===== src/rtl/owm_pkg.sv =====
// Shared types, constants and helpers of the single-wire bus master.
`default_nettype none

package owm_pkg;

    localparam int TIME_BITS = 10;
    localparam int CFG_BITS  = 10;
    localparam int NUM_REGS  = 7;
    localparam int IDX_BITS  = 3;

    // Configuration register indexes
    localparam logic [IDX_BITS-1:0] REG_RESET_LOW     = 3'd0;
    localparam logic [IDX_BITS-1:0] REG_PRESENCE_WAIT = 3'd1;
    localparam logic [IDX_BITS-1:0] REG_RESET_TAIL    = 3'd2;
    localparam logic [IDX_BITS-1:0] REG_SLOT          = 3'd3;
    localparam logic [IDX_BITS-1:0] REG_SHORT_LOW     = 3'd4;
    localparam logic [IDX_BITS-1:0] REG_READ_LOW      = 3'd5;
    localparam logic [IDX_BITS-1:0] REG_RECOVERY      = 3'd6;

    // Register reset values
    localparam logic [CFG_BITS-1:0] RST_RESET_LOW     = 10'd480;
    localparam logic [CFG_BITS-1:0] RST_PRESENCE_WAIT = 10'd60;
    localparam logic [CFG_BITS-1:0] RST_RESET_TAIL    = 10'd480;
    localparam logic [CFG_BITS-1:0] RST_SLOT          = 10'd60;
    localparam logic [CFG_BITS-1:0] RST_SHORT_LOW     = 10'd1;
    localparam logic [CFG_BITS-1:0] RST_READ_LOW      = 10'd2;
    localparam logic [CFG_BITS-1:0] RST_RECOVERY      = 10'd1;

    localparam logic [2:0] LAST_BIT = 3'd7;

    typedef enum logic [1:0] {
        OP_NONE  = 2'd0,
        OP_RESET = 2'd1,
        OP_WRITE = 2'd2,
        OP_READ  = 2'd3
    } t_op;

    typedef enum logic [3:0] {
        PH_IDLE      = 4'd0,
        PH_RST_LOW   = 4'd1,
        PH_RST_WAIT  = 4'd2,
        PH_RST_TAIL  = 4'd3,
        PH_WR_LOW    = 4'd4,
        PH_WR_HIGH   = 4'd5,
        PH_WR_REC    = 4'd6,
        PH_RD_LOW    = 4'd7,
        PH_RD_SAMPLE = 4'd8,
        PH_RD_WAIT   = 4'd9
    } t_phase;

    typedef struct packed {
        logic       drive_low;
        logic       busy_res;
        logic       done_res;
        logic       no_presence;
        logic [7:0] read_byte;
        logic       rejected;
    } t_result;

    // A timing of zero counts as one unit.
    function automatic logic [TIME_BITS-1:0] load_time(input logic [CFG_BITS-1:0] v);
        logic [TIME_BITS-1:0] t;
        t = v;
        if (t == '0) begin
            t = {{(TIME_BITS-1){1'b0}}, 1'b1};
        end
        return t;
    endfunction

endpackage

`default_nettype wire


===== src/rtl/onewire_bus_master.sv =====
// Top level of the single-wire open-drain bus master.
`default_nettype none

// Channel   Direction  Handshake                 Payload
// input     in         i_in_valid / o_in_ready   i_action, i_write_byte, i_line_in
// result    out        o_out_valid / i_out_ready o_drive_low, o_busy_res, o_done_res,
//                                                o_no_presence, o_read_byte, o_rejected
// config    in         i_cfg_wr_en (no wait)     i_cfg_index, i_cfg_data
//
// Each input transaction is one bus time unit and yields exactly one result
// transaction. An accepted transaction updates the sequencer state in the same
// cycle and its result lands in a two-deep output buffer, so one transaction
// per cycle is sustained while the result side keeps up. o_in_ready drops only
// while both buffer entries are full. Reset is synchronous and active low; it
// restores the timing registers to their defaults and returns the sequencer to
// idle. Timing register writes take effect at the next phase that loads them.
module onewire_bus_master
    import owm_pkg::*;
(
    input  wire logic                i_clk,
    input  wire logic                i_rst_n,
    // input channel
    input  wire logic                i_in_valid,
    output logic                     o_in_ready,
    input  wire logic [1:0]          i_action,
    input  wire logic [7:0]          i_write_byte,
    input  wire logic                i_line_in,
    // result channel
    output logic                     o_out_valid,
    input  wire logic                i_out_ready,
    output logic                     o_drive_low,
    output logic                     o_busy_res,
    output logic                     o_done_res,
    output logic                     o_no_presence,
    output logic [7:0]               o_read_byte,
    output logic                     o_rejected,
    // configuration write port
    input  wire logic                i_cfg_wr_en,
    input  wire logic [IDX_BITS-1:0] i_cfg_index,
    input  wire logic [CFG_BITS-1:0] i_cfg_data
);

    // Timing registers
    logic [CFG_BITS-1:0] r_cfg [NUM_REGS];

    // Sequencer state
    t_phase               r_phase,     n_phase;
    logic [TIME_BITS-1:0] r_time_left, n_time_left;
    logic [2:0]           r_bit_index, n_bit_index;
    logic [7:0]           r_shift,     n_shift;
    logic                 r_presence,  n_presence;
    t_op                  r_op,        n_op;

    // Output buffer: main register plus skid entry
    t_result r_out, r_skid;
    logic    r_out_valid, r_skid_valid;

    // Per-transaction combinational values
    t_phase  w_phase_start;   // phase after a possible start command
    t_op     w_op_start;
    logic    w_finish;
    logic    w_rejected;
    t_result w_result;

    logic w_accept, w_pop;

    assign o_in_ready = !r_skid_valid;
    assign w_accept   = i_in_valid && o_in_ready;
    assign w_pop      = r_out_valid && i_out_ready;

    // Configuration writes; indexes past the list are dropped.
    always_ff @(posedge i_clk) begin
        if (!i_rst_n) begin
            r_cfg[REG_RESET_LOW]     <= RST_RESET_LOW;
            r_cfg[REG_PRESENCE_WAIT] <= RST_PRESENCE_WAIT;
            r_cfg[REG_RESET_TAIL]    <= RST_RESET_TAIL;
            r_cfg[REG_SLOT]          <= RST_SLOT;
            r_cfg[REG_SHORT_LOW]     <= RST_SHORT_LOW;
            r_cfg[REG_READ_LOW]      <= RST_READ_LOW;
            r_cfg[REG_RECOVERY]      <= RST_RECOVERY;
        end else if (i_cfg_wr_en && (i_cfg_index < IDX_BITS'(NUM_REGS))) begin
            r_cfg[i_cfg_index] <= i_cfg_data;
        end
    end

    // Next-state logic: start handling first, then one time unit of the phase.
    always_comb begin
        t_phase               p0;
        logic [TIME_BITS-1:0] t0;
        logic [TIME_BITS-1:0] t_dec;
        logic [7:0]           sh0;
        logic [2:0]           bi0;
        t_op                  op0;
        logic                 pr0;
        logic                 next_bit;

        p0         = r_phase;
        t0         = r_time_left;
        t_dec      = '0;
        sh0        = r_shift;
        bi0        = r_bit_index;
        op0        = r_op;
        pr0        = r_presence;
        w_rejected = 1'b0;
        w_finish   = 1'b0;
        next_bit   = 1'b0;

        if (r_phase == PH_IDLE) begin
            case (t_op'(i_action))
                OP_RESET: begin
                    op0 = OP_RESET;
                    pr0 = 1'b0;
                    p0  = PH_RST_LOW;
                    t0  = load_time(r_cfg[REG_RESET_LOW]);
                end
                OP_WRITE: begin
                    op0 = OP_WRITE;
                    sh0 = i_write_byte;
                    bi0 = '0;
                    p0  = PH_WR_LOW;
                    t0  = i_write_byte[0] ? load_time(r_cfg[REG_SHORT_LOW])
                                          : load_time(r_cfg[REG_SLOT]);
                end
                OP_READ: begin
                    op0 = OP_READ;
                    sh0 = '0;
                    bi0 = '0;
                    p0  = PH_RD_LOW;
                    t0  = load_time(r_cfg[REG_READ_LOW]);
                end
                default: begin
                end
            endcase
        end else begin
            w_rejected = (t_op'(i_action) != OP_NONE);
        end

        w_phase_start = p0;
        w_op_start    = op0;

        n_phase     = p0;
        n_time_left = t0;
        n_shift     = sh0;
        n_bit_index = bi0;
        n_op        = op0;
        n_presence  = pr0;

        if (p0 != PH_IDLE) begin
            if (p0 == PH_RD_SAMPLE && i_line_in) begin
                n_shift[bi0] = 1'b1;
            end
            t_dec       = t0 - 1'b1;
            n_time_left = t_dec;
            if (t_dec == '0) begin
                case (p0)
                    PH_RST_LOW: begin
                        n_phase     = PH_RST_WAIT;
                        n_time_left = load_time(r_cfg[REG_PRESENCE_WAIT]);
                    end
                    PH_RST_WAIT: begin
                        n_presence  = !i_line_in;
                        n_phase     = PH_RST_TAIL;
                        n_time_left = load_time(r_cfg[REG_RESET_TAIL]);
                    end
                    PH_WR_LOW: begin
                        if (sh0[bi0]) begin
                            n_phase     = PH_WR_HIGH;
                            n_time_left = load_time(r_cfg[REG_SLOT]);
                        end else begin
                            n_phase     = PH_WR_REC;
                            n_time_left = load_time(r_cfg[REG_RECOVERY]);
                        end
                    end
                    PH_RD_LOW: begin
                        n_phase     = PH_RD_SAMPLE;
                        n_time_left = {{(TIME_BITS-1){1'b0}}, 1'b1};
                    end
                    PH_RD_SAMPLE: begin
                        n_phase     = PH_RD_WAIT;
                        n_time_left = load_time(r_cfg[REG_SLOT]);
                    end
                    PH_WR_HIGH, PH_WR_REC, PH_RD_WAIT: begin
                        next_bit = 1'b1;
                    end
                    default: begin
                        w_finish = 1'b1;
                    end
                endcase
                if (next_bit) begin
                    if (bi0 == LAST_BIT) begin
                        w_finish = 1'b1;
                    end else begin
                        n_bit_index = bi0 + 3'd1;
                        if (op0 == OP_WRITE) begin
                            n_phase     = PH_WR_LOW;
                            n_time_left = sh0[n_bit_index] ? load_time(r_cfg[REG_SHORT_LOW])
                                                           : load_time(r_cfg[REG_SLOT]);
                        end else begin
                            n_phase     = PH_RD_LOW;
                            n_time_left = load_time(r_cfg[REG_READ_LOW]);
                        end
                    end
                end
                if (w_finish) begin
                    n_phase     = PH_IDLE;
                    n_time_left = '0;
                end
            end
        end
    end

    // Result of the current time unit.
    always_comb begin
        w_result.drive_low   = (w_phase_start == PH_RST_LOW) ||
                               (w_phase_start == PH_WR_LOW)  ||
                               (w_phase_start == PH_RD_LOW);
        w_result.busy_res    = (n_phase != PH_IDLE);
        w_result.done_res    = w_finish;
        w_result.no_presence = w_finish && (w_op_start == OP_RESET) && !n_presence;
        w_result.read_byte   = (w_finish && (w_op_start == OP_READ)) ? n_shift : 8'd0;
        w_result.rejected    = w_rejected;
    end

    // Advance the sequencer once per accepted transaction.
    always_ff @(posedge i_clk) begin
        if (!i_rst_n) begin
            r_phase     <= PH_IDLE;
            r_time_left <= '0;
            r_bit_index <= '0;
            r_shift     <= '0;
            r_presence  <= 1'b0;
            r_op        <= OP_NONE;
        end else if (w_accept) begin
            r_phase     <= n_phase;
            r_time_left <= n_time_left;
            r_bit_index <= n_bit_index;
            r_shift     <= n_shift;
            r_presence  <= n_presence;
            r_op        <= n_op;
        end
    end

    // Output buffer control: hold results in order, spill to skid on stall.
    always_ff @(posedge i_clk) begin
        if (!i_rst_n) begin
            r_out_valid  <= 1'b0;
            r_skid_valid <= 1'b0;
        end else if (r_skid_valid) begin
            if (w_pop) begin
                r_skid_valid <= 1'b0;
            end
        end else if (w_accept) begin
            if (!r_out_valid || w_pop) begin
                r_out_valid <= 1'b1;
            end else begin
                r_skid_valid <= 1'b1;
            end
        end else if (w_pop) begin
            r_out_valid <= 1'b0;
        end
    end

    always_ff @(posedge i_clk) begin
        if (r_skid_valid) begin
            if (w_pop) begin
                r_out <= r_skid;
            end
        end else if (w_accept) begin
            if (!r_out_valid || w_pop) begin
                r_out <= w_result;
            end else begin
                r_skid <= w_result;
            end
        end
    end

    assign o_out_valid   = r_out_valid;
    assign o_drive_low   = r_out.drive_low;
    assign o_busy_res    = r_out.busy_res;
    assign o_done_res    = r_out.done_res;
    assign o_no_presence = r_out.no_presence;
    assign o_read_byte   = r_out.read_byte;
    assign o_rejected    = r_out.rejected;

    // The skid entry is only used behind a full main register.
    a_skid_behind_out: assert property (@(posedge i_clk) disable iff (!i_rst_n)
        r_skid_valid |-> r_out_valid)
        else $error("skid entry valid while output register empty");

    // An active phase always has time left; idle has none.
    a_time_left: assert property (@(posedge i_clk) disable iff (!i_rst_n)
        (r_phase != PH_IDLE) == (r_time_left != '0))
        else $error("time counter inconsistent with phase");

    // A finishing transaction returns the sequencer to idle.
    a_done_idle: assert property (@(posedge i_clk) disable iff (!i_rst_n)
        (w_accept && w_finish) |=> (r_phase == PH_IDLE))
        else $error("sequencer not idle after done");

    // A rejected command never disturbs the running operation.
    a_reject_keeps_op: assert property (@(posedge i_clk) disable iff (!i_rst_n)
        (w_accept && w_rejected) |=> (r_op == $past(r_op)))
        else $error("rejected command changed the operation");

endmodule

`default_nettype wire


===== config.mk =====
export PLATFORM = sky130hd
export DESIGN_NAME = onewire_bus_master
export DESIGN_NICKNAME = d
export VERILOG_FILES = /design/src/rtl/owm_pkg.sv /design/src/rtl/onewire_bus_master.sv
export SDC_FILE = /design/constraint.sdc
export NUM_CORES = 1
export LEC_CHECK = 0
export ABC_AREA = 1
export BUFFER_PORTS_ARGS = -buffer_cell sky130_fd_sc_hd__buf_4
export CAP_MARGIN = 0
export CORE_MARGIN = 2
export CORE_UTILIZATION = 30
export DETAILED_ROUTE_END_ITERATION = 12
export PLACE_DENSITY = 0.52
export SYNTH_ARGS = -nofsm -noshare
export SYNTH_HDL_FRONTEND = slang
export SYNTH_SLANG_ARGS = --single-unit

===== constraint.sdc =====
create_clock -name i_clk -period 6.3 [get_ports i_clk]
set_clock_uncertainty 0.15 [all_clocks]
set_input_delay 0.63 -clock i_clk [delete_from_list [all_inputs] [get_ports i_clk]]
set_output_delay 0.63 -clock i_clk [all_outputs]
set_load 0.1 [all_outputs]

==> results.cfg <==
[cts]
ctsHoldBuffers = 0
clkTransAtPathRegs_ns = 0.06
cts_buffers = 17
cts_tree = yes
root_buffer = clkbuf_16
cts_max_path_buffers = 2
cts_num_sinks = 126
htreeDepth = 4
clkLatencyLatePin_ns = 0.43
cts_resized = 0
post_cts_buffers = 0

[placed_design]
io_buffers = 43
gp_congestion = 0.9168
dpl.hpwl_mm = 17.53

[critical_path]
end_kind = flop
cp_max_fo = 12
cp.required_ns = 6.33
rr_worst_depth = 19
reg2reg_slack_ns = 2.45
cp-start-kind = flop
crit_type = flop to flop
arrival_ns = 3.88

[route]
vias = 6803
ant_nets = 0
via_per_inst = 4.771
wirelength_mm = 22.71
drt_iter0_markers = 469
routedWlPerCell_um = 15.93
dr.pass1.iters = 5
drc = 0

[power_and_ir_drop]
ir_drop_mv = 0.1368
power-per-cell-area_nw_per_um2 = 290.0
leakagePower_nw = 3.914

[min_path]
min_path_type = input port to flop
worst_hold_path.num_cells = 3

[timing]
final.min_clock_period_ns = 3.850
relSlewSlack = 0.3092
whs_ns = 0.3139
slew_viol_final = 0
fmax_mhz = 259.7
finalHoldViolCount = 0
period_share = 0.6111
finalSetupTns_ns = 0
setup_viol = 0
rsz0062_at_grt = false
worst_slew_pin_slew_ns = 1.032

[synthesis]
yosys.area.top_type = edfxtp_1
yosys_register_bits = 126
ys_seq_area_frac = 0.4323
synth_edf_count = 86
synth_warnings = 0
netlist_area_um2 = 7826
async_flop_share = 0
syn_inst = 1044
postSynthAreaPerCell_um2 = 7.496
synth.top_cells.by_area = edfxtp_1, nand2_1, dfxtp_1
yosysMostFrequentCell = nand2_1
synth_cell_types = 50
syn_nets = 1078
netlist_top_cells_count = nand2_1, inv_1, nor2_1
synth_ff_type = edfxtp_1
netlist.area_leader.share = 0.3300

[floorplanning]
coreArea_um2 = 25840
start_util = 0.3029
rows = 59
io_pins = 44
die_h_um = 165.5
die_area_um2 = 27400
die_x_um = 165.5

[final_layout]
final-seq-area_um2 = 3383
drive_gt1_frac = 0.1412
multi_input_area_um2 = 3649
postLayoutCoreUtil = 0.3459
final_nets = 1112
num_antenna_cells = 0
fillers = 2748
area_growth_syn_to_layout_pct = 14.18

[global_route]
gr-total-overflow = 0
first_global_vias = 6618
antenna_found_initial = 0
grt_pass1_wl_mm = 36.05
grt_max_degree = 33
track_usage = 0.1751

[job]
drv_cap = 0

[outcome]
status = finished, final reports clean
[power breakdown]
group / switching, mW / internal, mW / leakage, nW
logic: 0.494 / 0.194 / 2.50
registers: 0.0403 / 0.946 / 1.15
clock network: 0.378 / 0.538 / 0.270
total: 0.912 / 1.68 / 3.91
[registers in the layout, indices dropped and copies added (netlist names)]
register / cells
r_skid: 13
r_phase: 4
r_skid_valid: 1
r_bit_index: 3
r_time_left: 10
r_cfg: 70
o_rejected: 1
r_presence: 1
r_shift: 8
r_op: 2
o_busy_res: 1
o_done_res: 1
o_no_presence: 1
o_drive_low: 1
o_read_byte: 8
o_out_valid: 1
[metal layers]
metal / part of all wire / up-vias / track usage / routed length [um]
li1: - / 3454 / - / -
met1: 0.45 / 3102 / 0.2284 / 10190
met2: 0.46 / 204 / 0.2829 / 10450
met3: 0.055 / 43 / 0.03097 / 1258
met4: 0.036 / 0 / 0.07915 / 816
met5: 0 / - / 0 / 0
[path summary, 6_finish.rpt]
path | from | end
hold reg to reg | r_time_left[4] | r_time_left[4]
setup / recovery | r_phase[0] | o_busy_res
setup reg to reg | r_phase[0] | o_busy_res
hold / removal | i_cfg_data[0] | r_cfg[6][0]
[final cells by class]
class	instances	share of cell area
inverter	158	0.06721
sequential	126	0.3786
clock inverter	15	0.01358
timing repair buffer	45	0.03780
tap	335	0.04691
clock buffer	17	0.04761
multi-input combinational	730	0.4083
[cell usage in the layout (no fill, tap or decap), types with 4 or more instances in the layout]
cell / count
nand2_1: 279
inv_1: 147
nor2_1: 132
edfxtp_1: 86
nand3_1: 61
a21oi_1: 59
buf_4: 45
dfxtp_1: 40
o21ai_0: 39
nand2_2: 18
clkbuf_16: 17
nand4_1: 16
o211ai_1: 15
nor2_4: 12
nor2_2: 11
nand3b_1: 11
o21ai_1: 11
nand3_2: 8
inv_2: 6
clkinv_2: 6
nor3_1: 6
o22ai_1: 6
nand2_4: 5
clkinv_1: 5
nor4_1: 5
ha_1: 5
a221oi_1: 4
clkinv_4: 4
[critical path: stages, from the launching register on]
cell,delay [ns]
dfxtp_1,0.35
nor2_4,0.22
nand3_2,0.29
nand2_4,0.26
nand2_2,0.09
o21bai_4,0.31
ha_1,0.24
nand3_2,0.16
nor2_4,0.13
nand3_1,0.08
nand2_1,0.10
inv_1,0.07
nor2_4,0.27
nand3_2,0.33
nand2_1,0.14
nand2_1,0.08
nor2_2,0.13
nand2_2,0.07
nand2_1,0.05
nand2_1,0.05
[logic make-up after synthesis]
logic type,Yosys count,synth area share
flip-flops,126,0.4323
AND/OR/NAND/NOR,578,0.3458
buffers and inverters,188,0.1022
adder cells (fa/ha/maj),5,0.007994
XOR/XNOR,1,0.001119
AO/OA/AOI/OAI,144,0.1078
multiplexers,2,0.002877
[through the flow]
stage | std cells | instance area [um2] | setup slack [ns] | power (mW)
after floorplan | 1044 | 7826 | 2.923 | 1.524
after global placement | 1394 | 8389 | 2.316 | 1.690
after detailed placement | 1394 | 8389 | 2.218 | 1.689
after CTS | 1426 | 8936 | 2.451 | 2.602
after global routing | 1426 | 8936 | 2.091 | 2.723
final | 1426 | 8936 | 2.450 | 2.591
No activity file was read; power rests on OpenSTA's default activity.
